File: src/gpc_pkg.sv
// Shared types and constants for the grid path counter.
package gpc_pkg;

   // Register and field widths.
   localparam int SIDE_W      = 11;
   localparam int COUNT_W     = 30;
   localparam int CSR_ADDR_W  = 3;
   localparam int CSR_DATA_W  = 32;

   // Defaults for the top level parameters and registers.
   localparam int DEF_MAX_SIDE = 1024;
   localparam int QUEUE_DEPTH  = 4;
   localparam logic [SIDE_W-1:0]  SIDE_RESET    = SIDE_W'(1);
   localparam logic [COUNT_W-1:0] MODULUS_RESET = COUNT_W'(1000000007);
   localparam logic [COUNT_W-1:0] MODULUS_MIN   = COUNT_W'(2);

   // Register index, taken from the word address of the configuration port.
   typedef enum logic {
      REG_GRID_SIDE = 1'b0,
      REG_MODULUS   = 1'b1
   } gpc_reg_type;

   // Classification of one cell, made by the front end.
   typedef struct packed {
      logic blocked;
      logic top_row;
      logic left_col;
      logic last;
   } gpc_flags_type;

   localparam int FLAGS_W = $bits(gpc_flags_type);

endpackage

File: src/gpc_queue.sv
// Short queue of classified cells between the front end and the back end.
module gpc_queue
   import gpc_pkg::*;
#(
   parameter int DATA_W = 14,
   parameter int DEPTH  = QUEUE_DEPTH
) (
   input  logic              clock,
   input  logic              reset,
   input  logic              push_i,
   input  logic [DATA_W-1:0] push_data_i,
   output logic              full_o,
   input  logic              pop_i,
   output logic              valid_o,
   output logic [DATA_W-1:0] pop_data_o
);

   localparam int PTR_W = (DEPTH > 1) ? $clog2(DEPTH) : 1;
   localparam int CNT_W = $clog2(DEPTH + 1);

   logic [DATA_W-1:0] slot_ff [DEPTH];
   logic [PTR_W-1:0]  wr_ptr_ff, wr_ptr_in;
   logic [PTR_W-1:0]  rd_ptr_ff, rd_ptr_in;
   logic [CNT_W-1:0]  count_ff, count_in;
   logic              do_push, do_pop;

   assign full_o     = (count_ff == CNT_W'(DEPTH));
   assign valid_o    = (count_ff != '0);
   assign do_push    = push_i && !full_o;
   assign do_pop     = pop_i && valid_o;
   assign pop_data_o = slot_ff[rd_ptr_ff];

   // Pointer and fill count updates.
   always_comb begin
      wr_ptr_in = wr_ptr_ff;
      rd_ptr_in = rd_ptr_ff;
      count_in  = count_ff;
      if (do_push) begin
         wr_ptr_in = (wr_ptr_ff == PTR_W'(DEPTH - 1)) ? '0 : wr_ptr_ff + PTR_W'(1);
      end
      if (do_pop) begin
         rd_ptr_in = (rd_ptr_ff == PTR_W'(DEPTH - 1)) ? '0 : rd_ptr_ff + PTR_W'(1);
      end
      if (do_push && !do_pop) begin
         count_in = count_ff + CNT_W'(1);
      end else if (do_pop && !do_push) begin
         count_in = count_ff - CNT_W'(1);
      end
   end

   always_ff @(posedge clock) begin
      if (reset) begin
         wr_ptr_ff <= '0;
         rd_ptr_ff <= '0;
         count_ff  <= '0;
      end else begin
         wr_ptr_ff <= wr_ptr_in;
         rd_ptr_ff <= rd_ptr_in;
         count_ff  <= count_in;
      end
   end

   // Storage slots carry payload only.
   always_ff @(posedge clock) begin
      if (do_push) begin
         slot_ff[wr_ptr_ff] <= push_data_i;
      end
   end

   a_count_bound: assert property (@(posedge clock) disable iff (reset)
      count_ff <= CNT_W'(DEPTH))
      else $error("queue fill count above depth");

endmodule

File: config.mk
export PLATFORM = sky130hd
export DESIGN_NAME = gpc_queue
export DESIGN_NICKNAME = d
export VERILOG_FILES = /design/src/gpc_pkg.sv /design/src/gpc_queue.sv
export SDC_FILE = /design/constraint.sdc
export NUM_CORES = 1
export LEC_CHECK = 0
export ABC_AREA = 1
export BUFFER_PORTS_ARGS = -buffer_cell sky130_fd_sc_hd__clkbuf_2
export CAP_MARGIN = 20
export CORE_MARGIN = 10
export CORE_UTILIZATION = 40
export DETAILED_ROUTE_END_ITERATION = 16
export PLACE_DENSITY = 0.56
export SYNTH_ARGS = -nofsm -noshare
export SYNTH_HDL_FRONTEND = slang
export SYNTH_SLANG_ARGS = --single-unit
File: constraint.sdc
create_clock -name clock -period 2.27 [get_ports clock]
set_input_delay 0.1135 -clock clock [delete_from_list [all_inputs] [get_ports clock]]
set_output_delay 0.1135 -clock clock [all_outputs]
set_load 0.05 [all_outputs]
==> impl_metrics.yaml <==
drt:
  post_drt_via_cell_ratio: 4.617
  vias: 1579
  drt_iter0_drc: 56
  drt_wl_total_mm: 4.738
  drcViolationCount: 0
  ant_nets: 0
  wl_per_cell_um: 13.85
  dr.pass1.iters: 4
worst_setup_path:
  worstSetupStartpointType: "flop"
  arrival_ns: 1.90
  crit_fanout: 19
  regToRegStartpoint: "count_ff[1]"
  cp-end-kind: "primary output"
  critical_path_class: "reg -> out"
  cp.required_ns: 2.16
die:
  start_util_pct: 41.52
  rows: 29
  io_pins: 34
  die-area_mm2: 0.01033
  die_w_um: 101.6
  die_height_um: 101.6
  core_area_mm2: 0.006422
placement:
  port_buffers: 33
  gp_congestion: 0.7537
  dp_hpwl_mm: 3.054
sta:
  fin_skew_ns: 0.008950
  hold_ws_ns: 0.007009
  finalMaxSlewViolations: 0
  fin_crit_sh_pct: 88.86
  hold_violations: 0
  worst_pin_slew_ns: 0.5812
  grt_setup_unrepaired: "false"
  fmax_ghz: 0.4958
  setup_violations: 0
  setup_tns_ns: 0
  finalWorstPathRequiredPeriod_ns: 2.017
  slew-limit-headroom_pct: 61.20
yosys:
  yosysUniqueCellTypes: 24
  synth_ff_type: "edfxtp_1"
  avgSynthCellArea_um2: 13.01
  synth-seq-cells: 65
  synth_area_mm2: 0.002666
  ys_async_sr_fraction_pct: 0
  syn_nets: 230
  netlist_instances: 205
  synth-edff-count: 56
  yosysWarningCount: 0
  seq_area_frac_synth_pct: 69.83
status:
  outcome: "completed"
power:
  powerDensity_mw_per_mm2: 1295
  ir_worst_vdd_mv: 0.5589
  p_leak_nw: 1.256
grt:
  grt_pass1_wl_mm: 7.893
  grt_max_degree: 29
  overflow: 0
  grt_usage_pct: 10.29
  grt_pass1_vias: 1561
  antenna_found_initial: 0
cells_and_area:
  n_antenna_cell: 0
  layout.nets: 286
  drive_gt1_share_pct: 26.79
  areaGrowthSynthToFinish_pct: 21.49
clocking:
  root_buffer: "clkbuf_8"
  clockBufferDepth: 2
  clock_sinks: 65
  hold_buffers: 8
  tritoncts: "yes"
  cts_buffers: 9
  clk_latency_ns: 0.33
  ctsHtreeMaxLevel: 3
  cts_resized: 0
  clk_pin_slew_ns: 0.06
  post_cts.repair.setup_buffers: 0
run:
  drv_cap: 0
worst_hold_path:
  hold_class: "in -> reg"
  hp-start: "push_data_i[8]"
power by group:
part / total [mW] / internal [mW] / switching (mW)
Clock: 0.999 / 0.607 / 0.391
Combinational: 1.62 / 0.438 / 1.18
Sequential: 1.58 / 1.47 / 0.111
layout by cell type (no fill, tap or decap), types with 4 or more instances in the layout:
cell type       n
nand2_2         4
clkbuf_2       33
o22ai_1         8
clkbuf_8        9
o22ai_2         6
nor2_1         44
nand2_1        10
o21ai_0         9
o21ai_1        14
ha_1            6
buf_4           6
edfxtp_1       56
dlygate4sd3_1  12
dfxtp_1         9
inv_1          15
o21ai_2         6
per-layer routing:
| layer | vias to the layer above | GRT usage [%] | part of all wire, % |
|---|---|---|---|
| met2 | 28 | 15.90 | 47 |
| li1 | 834 | - | - |
| met1 | 711 | 11.79 | 46 |
| met4 | 0 | 4.290 | 1.3 |
| met3 | 6 | 5.310 | 5.8 |
| met5 | - | 0 | 0 |
through the flow:
stage | utilization (%) | std cells | instance area, um2 | setup slack, ns | total power, mW
2_1_floorplan | - | 205 | 2666 | 0.4638 | 2.895
3_3_place_gp | 45.45 | 315 | 2919 | 0.5120 | 3.235
3_5_place_dp | 45.45 | 315 | 2919 | 0.4704 | 3.240
4_1_cts | 49.81 | 338 | 3199 | 0.2350 | 4.246
5_1_grt | 50.44 | 342 | 3239 | 0.09265 | 4.474
6_report | 50.44 | 342 | 3239 | 0.2529 | 4.195
logic make-up after synthesis:
logic type,after synthesis,share of synthesized area [%]
xor+xnor,1,0.3285
buf+inv,24,5.161
fa+ha+maj,7,3.566
flops,65,69.83
compound gates,45,11.36
simple gates,63,9.761
sequential cells by signal (all words and copies together), names as in the netlist, named ones only:
signal     cells
count_ff       3
rd_ptr_ff      2
slot_ff       56
wr_ptr_ff      2
synth_stat cells (4+ instances only):
library cell | number | area, um2
dfxtp_1 | 9 | 180.2
edfxtp_1 | 56 | 1682
o21ai_2 | 6 | 52.55
nand2_1 | 10 | 37.54
inv_1 | 15 | 56.30
o21ai_1 | 14 | 70.07
o22ai_1 | 8 | 50.05
o22ai_2 | 6 | 75.07
o21ai_0 | 9 | 45.04
nor2_1 | 44 | 165.2
ha_1 | 6 | 75.07
nand2_2 | 4 | 25.02
cell type report:
| cell class | count | area (um2) |
|---|---|---|
| clock inverters | 4 | 68.82 |
| inverters | 17 | 63.81 |
| flip-flops and latches | 65 | 1862 |
| well taps | 77 | 96.34 |
| multi-input cells | 116 | 666.9 |
| clock buffers | 11 | 131.4 |
| repair buffers | 52 | 350.3 |
| fillers | 571 | 3183 |
critical path, cell delays in order (launching register included):
cell      delay [ns]
dfxtp_1         0.57
buf_4           0.35
o21ai_1         0.11
o22ai_1         0.23
clkbuf_2        0.32
worst paths after layout:
path                   endpoint  slack (ns)  depth (start not counted)
hold / removal    slot_ff[1][8]       0.007                          1
setup / recovery  pop_data_o[8]        0.25                          4
hold reg to reg            flop        0.52                          2
setup reg to reg    count_ff[1]        0.46                          9
No activity file was read; power rests on OpenSTA's default activity.
