**src/gpc_pkg.sv**
```systemverilog
// Shared types and constants for the grid path counter.
package gpc_pkg;

   // Register and field widths.
   localparam int SIDE_W      = 11;
   localparam int COUNT_W     = 30;
   localparam int CSR_ADDR_W  = 3;
   localparam int CSR_DATA_W  = 32;

   // Defaults for the top level parameters and registers.
   localparam int DEF_MAX_SIDE = 1024;
   localparam int QUEUE_DEPTH  = 4;
   localparam logic [SIDE_W-1:0]  SIDE_RESET    = SIDE_W'(1);
   localparam logic [COUNT_W-1:0] MODULUS_RESET = COUNT_W'(1000000007);
   localparam logic [COUNT_W-1:0] MODULUS_MIN   = COUNT_W'(2);

   // Register index, taken from the word address of the configuration port.
   typedef enum logic {
      REG_GRID_SIDE = 1'b0,
      REG_MODULUS   = 1'b1
   } gpc_reg_type;

   // Classification of one cell, made by the front end.
   typedef struct packed {
      logic blocked;
      logic top_row;
      logic left_col;
      logic last;
   } gpc_flags_type;

   localparam int FLAGS_W = $bits(gpc_flags_type);

endpackage

```
**src/gpc_front.sv**
```systemverilog
// Front end: accepts cell requests, tracks the grid position and classifies each cell.
module gpc_front
   import gpc_pkg::*;
#(
   parameter int IDX_W = 10
) (
   input  logic                         clock,
   input  logic                         reset,
   input  logic                         restart_i,
   input  logic [IDX_W-1:0]             side_m1_i,
   input  logic                         req_valid,
   output logic                         req_ready,
   input  logic                         req_blocked,
   input  logic                         full_i,
   output logic                         push_o,
   output logic [IDX_W+FLAGS_W-1:0]     push_data_o
);

   logic [IDX_W-1:0] row_ff, row_in;
   logic [IDX_W-1:0] col_ff, col_in;
   gpc_flags_type    flags;
   logic             accept;

   assign req_ready = !full_i;
   assign accept    = req_valid && !full_i;
   assign push_o    = accept;

   // Classify the cell at the current position.
   always_comb begin
      flags.blocked  = req_blocked;
      flags.top_row  = (row_ff == '0);
      flags.left_col = (col_ff == '0);
      flags.last     = (row_ff == side_m1_i) && (col_ff == side_m1_i);
   end

   assign push_data_o = {col_ff, flags};

   // Advance in row-major order; return to the start after the last cell or on restart.
   always_comb begin
      row_in = row_ff;
      col_in = col_ff;
      if (restart_i) begin
         row_in = '0;
         col_in = '0;
      end else if (accept) begin
         if (flags.last) begin
            row_in = '0;
            col_in = '0;
         end else if (col_ff == side_m1_i) begin
            row_in = row_ff + IDX_W'(1);
            col_in = '0;
         end else begin
            col_in = col_ff + IDX_W'(1);
         end
      end
   end

   always_ff @(posedge clock) begin
      if (reset) begin
         row_ff <= '0;
         col_ff <= '0;
      end else begin
         row_ff <= row_in;
         col_ff <= col_in;
      end
   end

   // After a restart the position is back at the first cell.
   a_pos_in_grid: assert property (@(posedge clock) disable iff (reset)
      $past(restart_i) |-> (row_ff == '0) && (col_ff == '0))
      else $error("position not cleared after restart");

   a_wrap_after_last: assert property (@(posedge clock) disable iff (reset)
      accept && flags.last && !restart_i |=> (row_ff == '0) && (col_ff == '0))
      else $error("position did not wrap after the last cell");

   a_row_step: assert property (@(posedge clock) disable iff (reset)
      accept && !flags.last && !restart_i && (col_ff == side_m1_i)
      |=> (col_ff == '0) && (row_ff == $past(row_ff) + IDX_W'(1)))
      else $error("row did not advance at the end of a row");

endmodule

```
**config.mk**
```make
export PLATFORM = sky130hd
export DESIGN_NAME = gpc_front
export DESIGN_NICKNAME = d
export VERILOG_FILES = /design/src/gpc_pkg.sv /design/src/gpc_front.sv
export SDC_FILE = /design/constraint.sdc
export NUM_CORES = 1
export LEC_CHECK = 0
export ABC_AREA = 1
export ABC_CLOCK_PERIOD_IN_PS = 1900
export BUFFER_PORTS_ARGS = -buffer_cell sky130_fd_sc_hd__buf_2
export CORE_AREA = 3 3 77 86
export CTS_CLUSTER_DIAMETER = 80
export DETAILED_ROUTE_END_ITERATION = 10
export DIE_AREA = 0 0 80 89
export SLEW_MARGIN = 15
export SYNTH_ARGS = -nofsm -noshare
export SYNTH_HDL_FRONTEND = slang
export SYNTH_SLANG_ARGS = --single-unit
```
**constraint.sdc**
```tcl
create_clock -name clock -period 1.9 [get_ports clock]
set_input_delay 0.38 -clock clock [delete_from_list [all_inputs] [get_ports clock]]
set_output_delay 0.38 -clock clock [all_outputs]
set_load 0.05 [all_outputs]
```
==> results of run 1 <==
-- stage by stage --
step / instances / area (sq um) / TNS [ns] / hold WS, ns / total power [W]
2_1_floorplan: 267 / 1660 / 0 / 0.488 / 0.000529
3_3_place_gp: 381 / 1960 / -0.0250 / 0.492 / 0.000576
3_5_place_dp: 381 / 1960 / -0.0444 / 0.488 / 0.000576
4_1_cts: 385 / 2050 / -0.0311 / 0.490 / 0.00102
6_report: 393 / 2230 / 0 / 0.486 / 0.00103
5_1_grt: 393 / 2230 / -0.0618 / 0.519 / 0.00107
-- worst max-delay path: cells and delay by family (launching register included) --
kind,cells,cell delay (ns)
flip-flops,1,0.39
buffers and inverters,3,0.25
AND/OR/NAND/NOR,6,0.57
-- layout make-up --
cell class	instances	area, sq um
multi-input cells	196	1100
clock inverters	1	30.0
well taps	77	96.3
repair buffers	52	340
flip-flops and latches	20	438
inverters	44	180
fillers	623	3570
clock buffers	3	41.3
-- cell families (layout without fill, tap and decap cells) --
logic type,Yosys count,after routing
AO/OA/AOI/OAI,11,11
XOR/XNOR,18,18
adder cells (fa/ha/maj),4,4
buffers and inverters,51,100
flip-flops,20,20
AND/OR/NAND/NOR,163,163
-- registers in the layout, summed over array words and instances, names as in the netlist --
register / cells
row_ff: 10
col_ff: 10
-- layer usage --
metal  vias up  part of all wire (%)  global-route usage (%)
met3         8                   4.4                    1.51
met1       797                    45                    18.6
li1        924                     -                       -
met2        42                    48                    24.2
met4         0                   2.2                    5.22
met5         -                     0                       0
-- cells in the final DEF, fill, tap and decap left out, types with 5 or more instances in the layout --
cell / n
buf_2: 26
buf_4: 23
dfxtp_2: 9
dfxtp_4: 7
inv_1: 29
inv_2: 10
nand2_1: 66
nand2_2: 17
nand3_1: 19
nand4_1: 10
nor2_1: 29
o21ai_0: 5
xnor2_1: 8
xor2_1: 9
-- where the power goes --
part           switching, W  internal (W)
clock network      0.000167      0.000282
logic              0.000104     0.0000612
registers        0.00000208      0.000411
-- final timing paths --
path | from | to | depth (start not counted)
max | col_ff[3]$_SDFFE_PP0P_ | push_data_o[0] | 9
min | reset | row_ff[5]$_SDFFE_PP0P_ | 5
max reg2reg | col_ff[3]$_SDFFE_PP0P_ | row_ff[7]$_SDFFE_PP0P_ | 10
min reg2reg | col_ff[0]$_SDFFE_PP0P_ | col_ff[0]$_SDFFE_PP0P_ | 2
-- repair_timing --
item,in CTS,in global routing
pin swaps,0,13
cloned,0,0
hold endpoints to repair,0,0
endpoints found under the setup margin,3,15
resized for setup,8,50
buffers inserted,0,8
==> flow_metrics.py, run 1 <==
metrics = {
    "status": {
        "outcome": "completed",
    },
    "synthesis": {
        "synth.most_common_cell": "nand2_1",
        "synth-simple-area-share_pct": 45.0,
        "yosys_warnings": 0,
        "synth_fa_ha_area_share_pct": 3.10,
        "yosys.area_share.xor_xnor_pct": 9.77,
        "synth_edf_count": 0,
        "yosysTopAreaCell": "dfxtp_1",
        "ys_async_sr_fraction_pct": 0,
        "synthTopCellsByArea": "dfxtp_1 (25%), nand2_1 (20%), inv_1 (9.1%)",
        "synth-seq-cells": 20,
        "synthMuxAreaShare_pct": 0,
        "synth_compound_area_share_pct": 3.64,
        "synth_seq_area_share_pct": 24.8,
        "netlist_area_sq_um": 1610,
        "synth_cell_type_count": 25,
        "synth_top_family_by_area": "simple AND/OR/NAND/NOR gates",
        "syn_inst": 267,
        "synth_commonest_cells": "nand2_1 (84), inv_1 (39), nor2_1 (32)",
        "synth_top_cell_area_share_pct": 24.8,
        "synth_flop_cell": "dfxtp_1",
        "synthesis.nets": 287,
        "syn_avg_cell_area_sq_um": 6.05,
    },
    "sta": {
        "skew_ns": 0.00602,
        "finalSetupViolations": 0,
        "hold_viol": 0,
        "fin_crit_ns": 1.87,
        "final_max_slew_viol_count": 0,
        "setup_slack_ns": 0.0270,
        "slew_headroom_pct": 74.3,
        "worst_slew_pin_slew_ns": 0.382,
        "fmax_mhz": 534,
        "fin_crit_sh_pct": 98.6,
        "rsz0062_at_grt": "yes",
    },
    "critical_path": {
        "slowest_stage": "dfxtp_4",
        "crit_chain": "inv_4 > nand2_2 > nand2_2 > nor2_4 > nand3_4 > nor2_4 > nand2_2 > clkinvlp_4 > buf_8",
        "worstPathMaxFanout": 6,
        "rrSetupSlack_ns": 0.14,
        "cp_common_cell": "nand2_2",
        "critPathArrivalTime_ns": 1.49,
        "cp.required_ns": 1.52,
        "path_class": "flip-flop to output pin",
        "end_kind": "output pin",
        "worstSetupStartpointType": "flip-flop",
        "slowest_delay_ns": 0.39,
    },
    "detailed_routing": {
        "wire_per_inst_um": 12.5,
        "drt-total-wl_um": 4900,
        "drtAntennaViolNets": 0,
        "vias_per_cell": 4.51,
        "drtPass1Iterations": 4,
        "drc": 0,
        "first_iter_violations": 106,
        "vias": 1771,
    },
    "clock_network": {
        "tritoncts": "built",
        "h-tree-depth": 1,
        "cts_buffers": 3,
        "clock_latency_ns": 0.27,
        "cts-root-buf": "clkbuf_8",
        "cts_sinks": 20,
        "cts.clk_slew.worst_paths_ns": 0.09,
        "holdBufCountCts": 0,
        "clk_path_buf_depth": 2,
    },
    "placement": {
        "gp_congestion": 0.932,
        "portBuffers": 29,
        "dp.final_hpwl_um": 3750,
        "place_ws_ns": -0.0444,
    },
    "global_routing": {
        "grt_antenna_before_repair": 0,
        "overflow": 0,
        "grt_pass1_wl_um": 7940,
        "first_global_vias": 1687,
        "grt_util_all_layers_pct": 14.2,
        "grt_max_degree": 15,
    },
    "die": {
        "pin_count": 32,
        "initial_core_util_pct": 27.8,
        "die_w_um": 80,
        "fp-row-count": 29,
        "die_h_um": 89,
        "dieArea_sq_um": 7120,
        "core_sq_um": 5810,
    },
    "hold_path": {
        "hold_class": "primary input to flip-flop",
    },
    "cells_and_area": {
        "final_util_pct": 38.4,
        "layout.nets": 337,
        "drive_above_1_share_pct": 38.0,
        "antenna_cells": 0,
        "syn_to_final_growth_pct": 38.2,
    },
    "power_and_ir_drop": {
        "vdd_drop_max_mv": 0.408,
        "power_density_nw_per_um2": 461,
        "p_leak_nw": 1.08,
    },
    "job": {
        "cap_violations": 0,
    },
}
(Power assumes the default switching activity.)
==> inputs of run 2 (changes only) <==
--- a/config.mk
+++ b/config.mk
@@ -9,9 +9,11 @@
 export ABC_CLOCK_PERIOD_IN_PS = 1900
 export BUFFER_PORTS_ARGS = -buffer_cell sky130_fd_sc_hd__buf_2
 export CORE_AREA = 3 3 77 86
+export CTS_BUF_LIST = sky130_fd_sc_hd__clkbuf_8 sky130_fd_sc_hd__clkbuf_16
 export CTS_CLUSTER_DIAMETER = 80
 export DETAILED_ROUTE_END_ITERATION = 10
 export DIE_AREA = 0 0 80 89
+export PLACE_DENSITY = 0.45
 export SLEW_MARGIN = 15
 export SYNTH_ARGS = -nofsm -noshare
 export SYNTH_HDL_FRONTEND = slang
==> run 2 against run 1 <==
Against the previous run:
- register-to-register slack better by 0.02 ns
- utilization rose by 0.52 points
- setup slack worse by 0.018 ns
- routed wire length up 0.14%
- cell count is 1.3% higher
- clock power is 21% lower
- first-iteration DRC count shrank 22%
- clock-buffer cell count rose by 1
- power shrank 9.2%
- sequential power is essentially flat
- worst hold slack gained 0.0071 ns
- combinational power barely moved
- critical endpoint unchanged
==> flow_metrics.py, run 2 (synthesis results as in run 1) <==
metrics = {
    "status": {
        "outcome": "completed",
    },
    "detailed_routing": {
        "vias_per_cell": 4.38,
        "top_layer": "met4",
        "drtAntennaViolNets": 0,
        "drt-total-wl_um": 4900,
        "first_iter_violations": 83,
        "drtPass1Iterations": 4,
        "vias": 1743,
        "drc": 0,
        "wl_met3_um": 224,
        "wirelength_met1_um": 2300,
        "wire_per_inst_um": 12.3,
        "wl_met2_um": 2300,
    },
    "power_and_ir_drop": {
        "vdd_drop_max_mv": 0.229,
        "power_density_nw_per_um2": 413,
        "p_leak_nw": 1.14,
        "total_power_w": 0.000933,
    },
    "critical_path": {
        "crit_chain": "buf_6 > nand2_4 > nand2_2 > nor2_2 > nand3_1 > nor2_2 > nand2_4 > clkinvlp_4 > buf_8",
        "worstPathMaxFanout": 3,
        "slowest_delay_ns": 0.35,
        "slowest_stage": "dfxtp_2",
        "worstSetupStartpointType": "flip-flop",
        "critPathArrivalTime_ns": 1.51,
        "path_class": "flip-flop to output pin",
        "cp.required_ns": 1.52,
        "end_kind": "output pin",
    },
    "sta": {
        "slew_headroom_pct": 76.1,
        "fin_crit_ns": 1.89,
        "hold_viol": 0,
        "final_max_slew_viol_count": 0,
        "rsz0062_at_grt": "yes",
        "skew_ns": 0.00104,
        "fin_crit_sh_pct": 99.5,
        "fmax_mhz": 529,
        "finalSetupViolations": 0,
        "worst_slew_pin_slew_ns": 0.358,
        "setup_slack_ns": 0.00878,
    },
    "global_routing": {
        "grt_pass1_wl_um": 7790,
        "overflow": 0,
        "first_global_vias": 1531,
        "grt_antenna_before_repair": 0,
        "grt_util_all_layers_pct": 14.2,
        "grt_max_degree": 15,
    },
    "cells_and_area": {
        "final_common_cell": "nand2_1",
        "layout.nets": 342,
        "drive_above_1_share_pct": 37.7,
        "layout_common_cells": "nand2_1 (71), inv_1 (31), nor2_1 (29)",
        "fin_cells": 398,
        "antenna_cells": 0,
        "top_regs": "col_ff: 10 flops, row_ff: 10 flops",
        "syn_to_final_growth_pct": 40.1,
    },
    "die": {
        "die_w_um": 80,
        "die_h_um": 89,
        "dieArea_sq_um": 7120,
        "core_sq_um": 5810,
        "initial_core_util_pct": 27.8,
        "fp-row-count": 29,
        "pin_count": 32,
    },
    "clock_network": {
        "cts_buffers": 3,
        "cts-root-buf": "clkbuf_8",
        "cts.clk_slew.worst_paths_ns": 0.08,
        "holdBufCountCts": 0,
        "h-tree-depth": 1,
        "cts_sinks": 20,
        "tritoncts": "built",
        "clock_latency_ns": 0.27,
        "clk_path_buf_depth": 2,
    },
    "job": {
        "cap_violations": 0,
    },
    "placement": {
        "gp_congestion": 0.817,
        "place_ws_ns": 0.0289,
        "dp.final_hpwl_um": 3860,
        "portBuffers": 29,
        "dp.cells": 386,
    },
    "hold_path": {
        "hold_class": "primary input to flip-flop",
    },
}
==> run 2: metal layers <==
metal | GRT usage, % | vias up
li1 | - | 931
met1 | 19.8 | 766
met2 | 22.7 | 41
met3 | 1.41 | 5
met4 | 5.07 | 0
met5 | 0 | -
==> run 2: timing repair <==
action / CTS / global route
setup buffers: 0 / 8
pin swaps: 0 / 17
setup endpoints to repair: 3 / 3
resized for setup: 10 / 46
==> run 2: per-stage QoR <==
step	instance area, sq um	setup TNS, ns	hold WS, ns	utilization (%)
floorplan	1660	0	0.488	-
global placement	2000	0	0.480	34.4
detailed placement	2000	0	0.482	34.4
CTS	2080	0	0.486	35.8
global route	2260	-0.153	0.513	38.9
finish	2260	0	0.493	38.9
==> run 2: worst max-delay path, delay by kind of cell, from the launching register on <==
kind	cells	cell delay (ns)
AND/OR/NAND/NOR	6	0.57
buffers and inverters	3	0.33
flip-flops	1	0.35
==> run 2: path summary, 6_finish.rpt <==
path,end,start,slack (ns),cells past startpoint
worst max-delay path,push_data_o[0],row_ff[7]$_SDFFE_PP0P_,0.009,9
worst min-delay path,row_ff[5]$_SDFFE_PP0P_,reset,0.49,5
worst max register to register,row_ff[6]$_SDFFE_PP0P_,col_ff[0]$_SDFFE_PP0P_,0.16,10
worst min register to register,col_ff[0]$_SDFFE_PP0P_,col_ff[0]$_SDFFE_PP0P_,0.50,2
==> run 2: cell type report <==
type / count / area (sq um)
multi-input cells: 196 / 1110
repair buffers: 57 / 382
clock buffers: 4 / 55.1
flip-flops and latches: 20 / 437
well taps: 77 / 96.3
inverters: 44 / 180
fillers: 651 / 3540
==> run 2: report_power, final <==
part           switching, W  internal [W]
combinational      0.000102     0.0000638
clock              0.000170      0.000185
sequential       0.00000170      0.000411
==> inputs of run 3 (changes only) <==
--- a/config.mk
+++ b/config.mk
@@ -6,7 +6,7 @@
 export NUM_CORES = 1
 export LEC_CHECK = 0
 export ABC_AREA = 1
-export ABC_CLOCK_PERIOD_IN_PS = 1900
+export ABC_CLOCK_PERIOD_IN_PS = 2400
 export BUFFER_PORTS_ARGS = -buffer_cell sky130_fd_sc_hd__buf_2
 export CORE_AREA = 3 3 77 86
 export CTS_BUF_LIST = sky130_fd_sc_hd__clkbuf_8 sky130_fd_sc_hd__clkbuf_16
==> constraint.sdc (replaced) <==
create_clock -name clock -period 2.4 [get_ports clock]
set_input_delay 0.48 -clock clock [delete_from_list [all_inputs] [get_ports clock]]
set_output_delay 0.48 -clock clock [all_outputs]
set_load 0.05 [all_outputs]
==> run 3 against run 2 <==
Against the previous run:
- via count is 5.6% lower
- clock power is 1% higher
- global-route usage is 0.31 points lower
- sequential cell count stayed put
- first-iteration DRC count is 37% lower
- critical path depth stayed put
==> flow_metrics.py, run 3 (synthesis results as in run 1) <==
metrics = {
    "global_routing": {
        "overflow": 0,
        "first_global_vias": 1578,
        "grt_antenna_before_repair": 0,
        "grt_pass1_wl_um": 7670,
        "grt_max_degree": 15,
        "grt_util_all_layers_pct": 13.9,
    },
    "critical_path": {
        "worstSetupStartpointType": "flip-flop",
        "slowest_stage": "dfxtp_1",
        "cp_common_cell": "nand2_1",
        "worstPathMaxFanout": 5,
        "path_class": "flip-flop to output pin",
        "critPathArrivalTime_ns": 1.70,
        "path_delay_family": "simple AND/OR/NAND/NOR gates",
        "crit_chain": "inv_1 > nand2_1 > nand2_1 > nor2_4 > nand3_2 > nor2_4 > nand2_1 > inv_1 > clkbuf_4",
        "end_kind": "output pin",
        "cp_num_buf_inv": 3,
        "cp.required_ns": 1.92,
        "slowest_delay_ns": 0.44,
    },
    "sta": {
        "fmax_mhz": 458,
        "final_max_slew_viol_count": 0,
        "hold_viol": 0,
        "worst_slew_pin_slew_ns": 0.666,
        "skew_ns": 0.00595,
        "tns_ns": 0,
        "slew_headroom_pct": 55.5,
        "rsz0062_at_grt": "no",
        "fin_crit_sh_pct": 90.9,
        "fin_crit_ns": 2.18,
        "finalSetupViolations": 0,
    },
    "die": {
        "initial_core_util_pct": 27.8,
        "pin_count": 32,
        "fp-row-count": 29,
        "core_sq_um": 5810,
        "dieArea_sq_um": 7120,
        "die_h_um": 89,
        "die_w_um": 80,
    },
    "hold_path": {
        "hold_class": "flip-flop to flip-flop",
    },
    "placement": {
        "portBuffers": 29,
        "dp.final_hpwl_um": 3760,
        "dp.cells": 371,
        "gp_congestion": 0.764,
    },
    "clock_network": {
        "h-tree-depth": 1,
        "cts-root-buf": "clkbuf_8",
        "cts_buffers": 3,
        "tritoncts": "built",
        "cts.clk_slew.worst_paths_ns": 0.09,
        "cts_sinks": 20,
        "clk_path_buf_depth": 2,
        "clock_latency_ns": 0.27,
    },
    "cells_and_area": {
        "layout_common_cells": "nand2_1 (84), inv_1 (39), nor2_1 (32)",
        "top_regs": "col_ff: 10 flops, row_ff: 10 flops",
        "syn_to_final_growth_pct": 19.3,
        "fin_cells": 375,
        "antenna_cells": 0,
        "drive_above_1_share_pct": 18.8,
        "layout.nets": 319,
        "final_common_cell": "nand2_1",
    },
    "power_and_ir_drop": {
        "p_switching_w": 0.000211,
        "p_int_w": 0.000593,
        "p_comb_share_pct": 13.7,
        "vdd_drop_max_mv": 0.197,
        "clock_power_share_pct": 44.7,
        "power_density_nw_per_um2": 417,
        "p_leak_nw": 0.963,
        "switching_share_pct": 26.2,
        "seq_power_share_pct": 41.6,
    },
    "detailed_routing": {
        "drtAntennaViolNets": 0,
        "drc": 0,
        "vias": 1646,
        "wire_per_inst_um": 12.4,
        "drtPass1Iterations": 4,
        "first_iter_violations": 52,
        "vias_per_cell": 4.39,
        "drt-total-wl_um": 4640,
    },
    "status": {
        "outcome": "completed",
    },
    "job": {
        "cap_violations": 0,
    },
}
## run 3: area by class of cell
type	instances	area (sq um)
Inverter	44	165
Clock buffer	3	41.3
Timing Repair Buffer	34	185
Sequential cell	20	403
Multi-Input combinational cell	196	1000
Fill cell	707	3880
Tap cell	77	96.3
Clock inverter	1	30.0
## run 3: what timing repair did
item	4_1_cts	5_1_grt
buffers inserted	0	0
hold buffers	0	0
setup endpoints to repair	0	1
hold endpoints to repair	0	0
resized for setup	0	3
## run 3: path summary, 6_finish.rpt
| check | endpoint | slack, ns | depth (start not counted) | startpoint |
|---|---|---|---|---|
| worst min register to register | col_ff[0]$_SDFFE_PP0P_ | 0.53 | 2 | col_ff[0]$_SDFFE_PP0P_ |
| worst min-delay path | col_ff[0]$_SDFFE_PP0P_ | 0.53 | 2 | col_ff[0]$_SDFFE_PP0P_ |
| worst max register to register | row_ff[6]$_SDFFE_PP0P_ | 0.53 | 10 | col_ff[1]$_SDFFE_PP0P_ |
| worst max-delay path | push_data_o[0] | 0.22 | 9 | col_ff[1]$_SDFFE_PP0P_ |
## run 3: worst min-delay path: stages (launching register included)
cell     delay (ns)
dfxtp_1        0.36
nand2_1        0.08
a21oi_1        0.05
## run 3: per-stage QoR
stage / util (%) / power [W] / worst slack [ns] / cell area (sq um) / hold WS [ns]
finish: 33.2 / 0.000804 / 0.219 / 1930 / 0.529
detailed placement: 31.9 / 0.000452 / 0.346 / 1850 / 0.519
CTS: 33.1 / 0.000812 / 0.178 / 1920 / 0.535
global route: 33.2 / 0.000839 / 0.0175 / 1930 / 0.576
floorplan: - / 0.000417 / 0.0837 / 1630 / 0.488
global placement: 31.9 / 0.000452 / 0.338 / 1850 / 0.524
## run 3: power groups by stage
stage	sequential [W]	clock [W]	combinational (W)
after floorplan	0.000345	0	0.0000719
after global placement	0.000342	0	0.000110
after detailed placement	0.000342	0	0.000110
after CTS	0.000334	0.000367	0.000111
after global routing	0.000335	0.000382	0.000122
final	0.000334	0.000360	0.000110
## run 3: metal layers
layer | GRT usage (%) | part of all wire, % | vias to the layer above | wire length (um)
met5 | 0 | 0 | - | 0
met4 | 4.30 | 1.4 | 0 | 66
met3 | 1.71 | 3.3 | 7 | 151
met2 | 22.9 | 45 | 34 | 2100
met1 | 18.8 | 50 | 726 | 2320
li1 | - | - | 879 | -
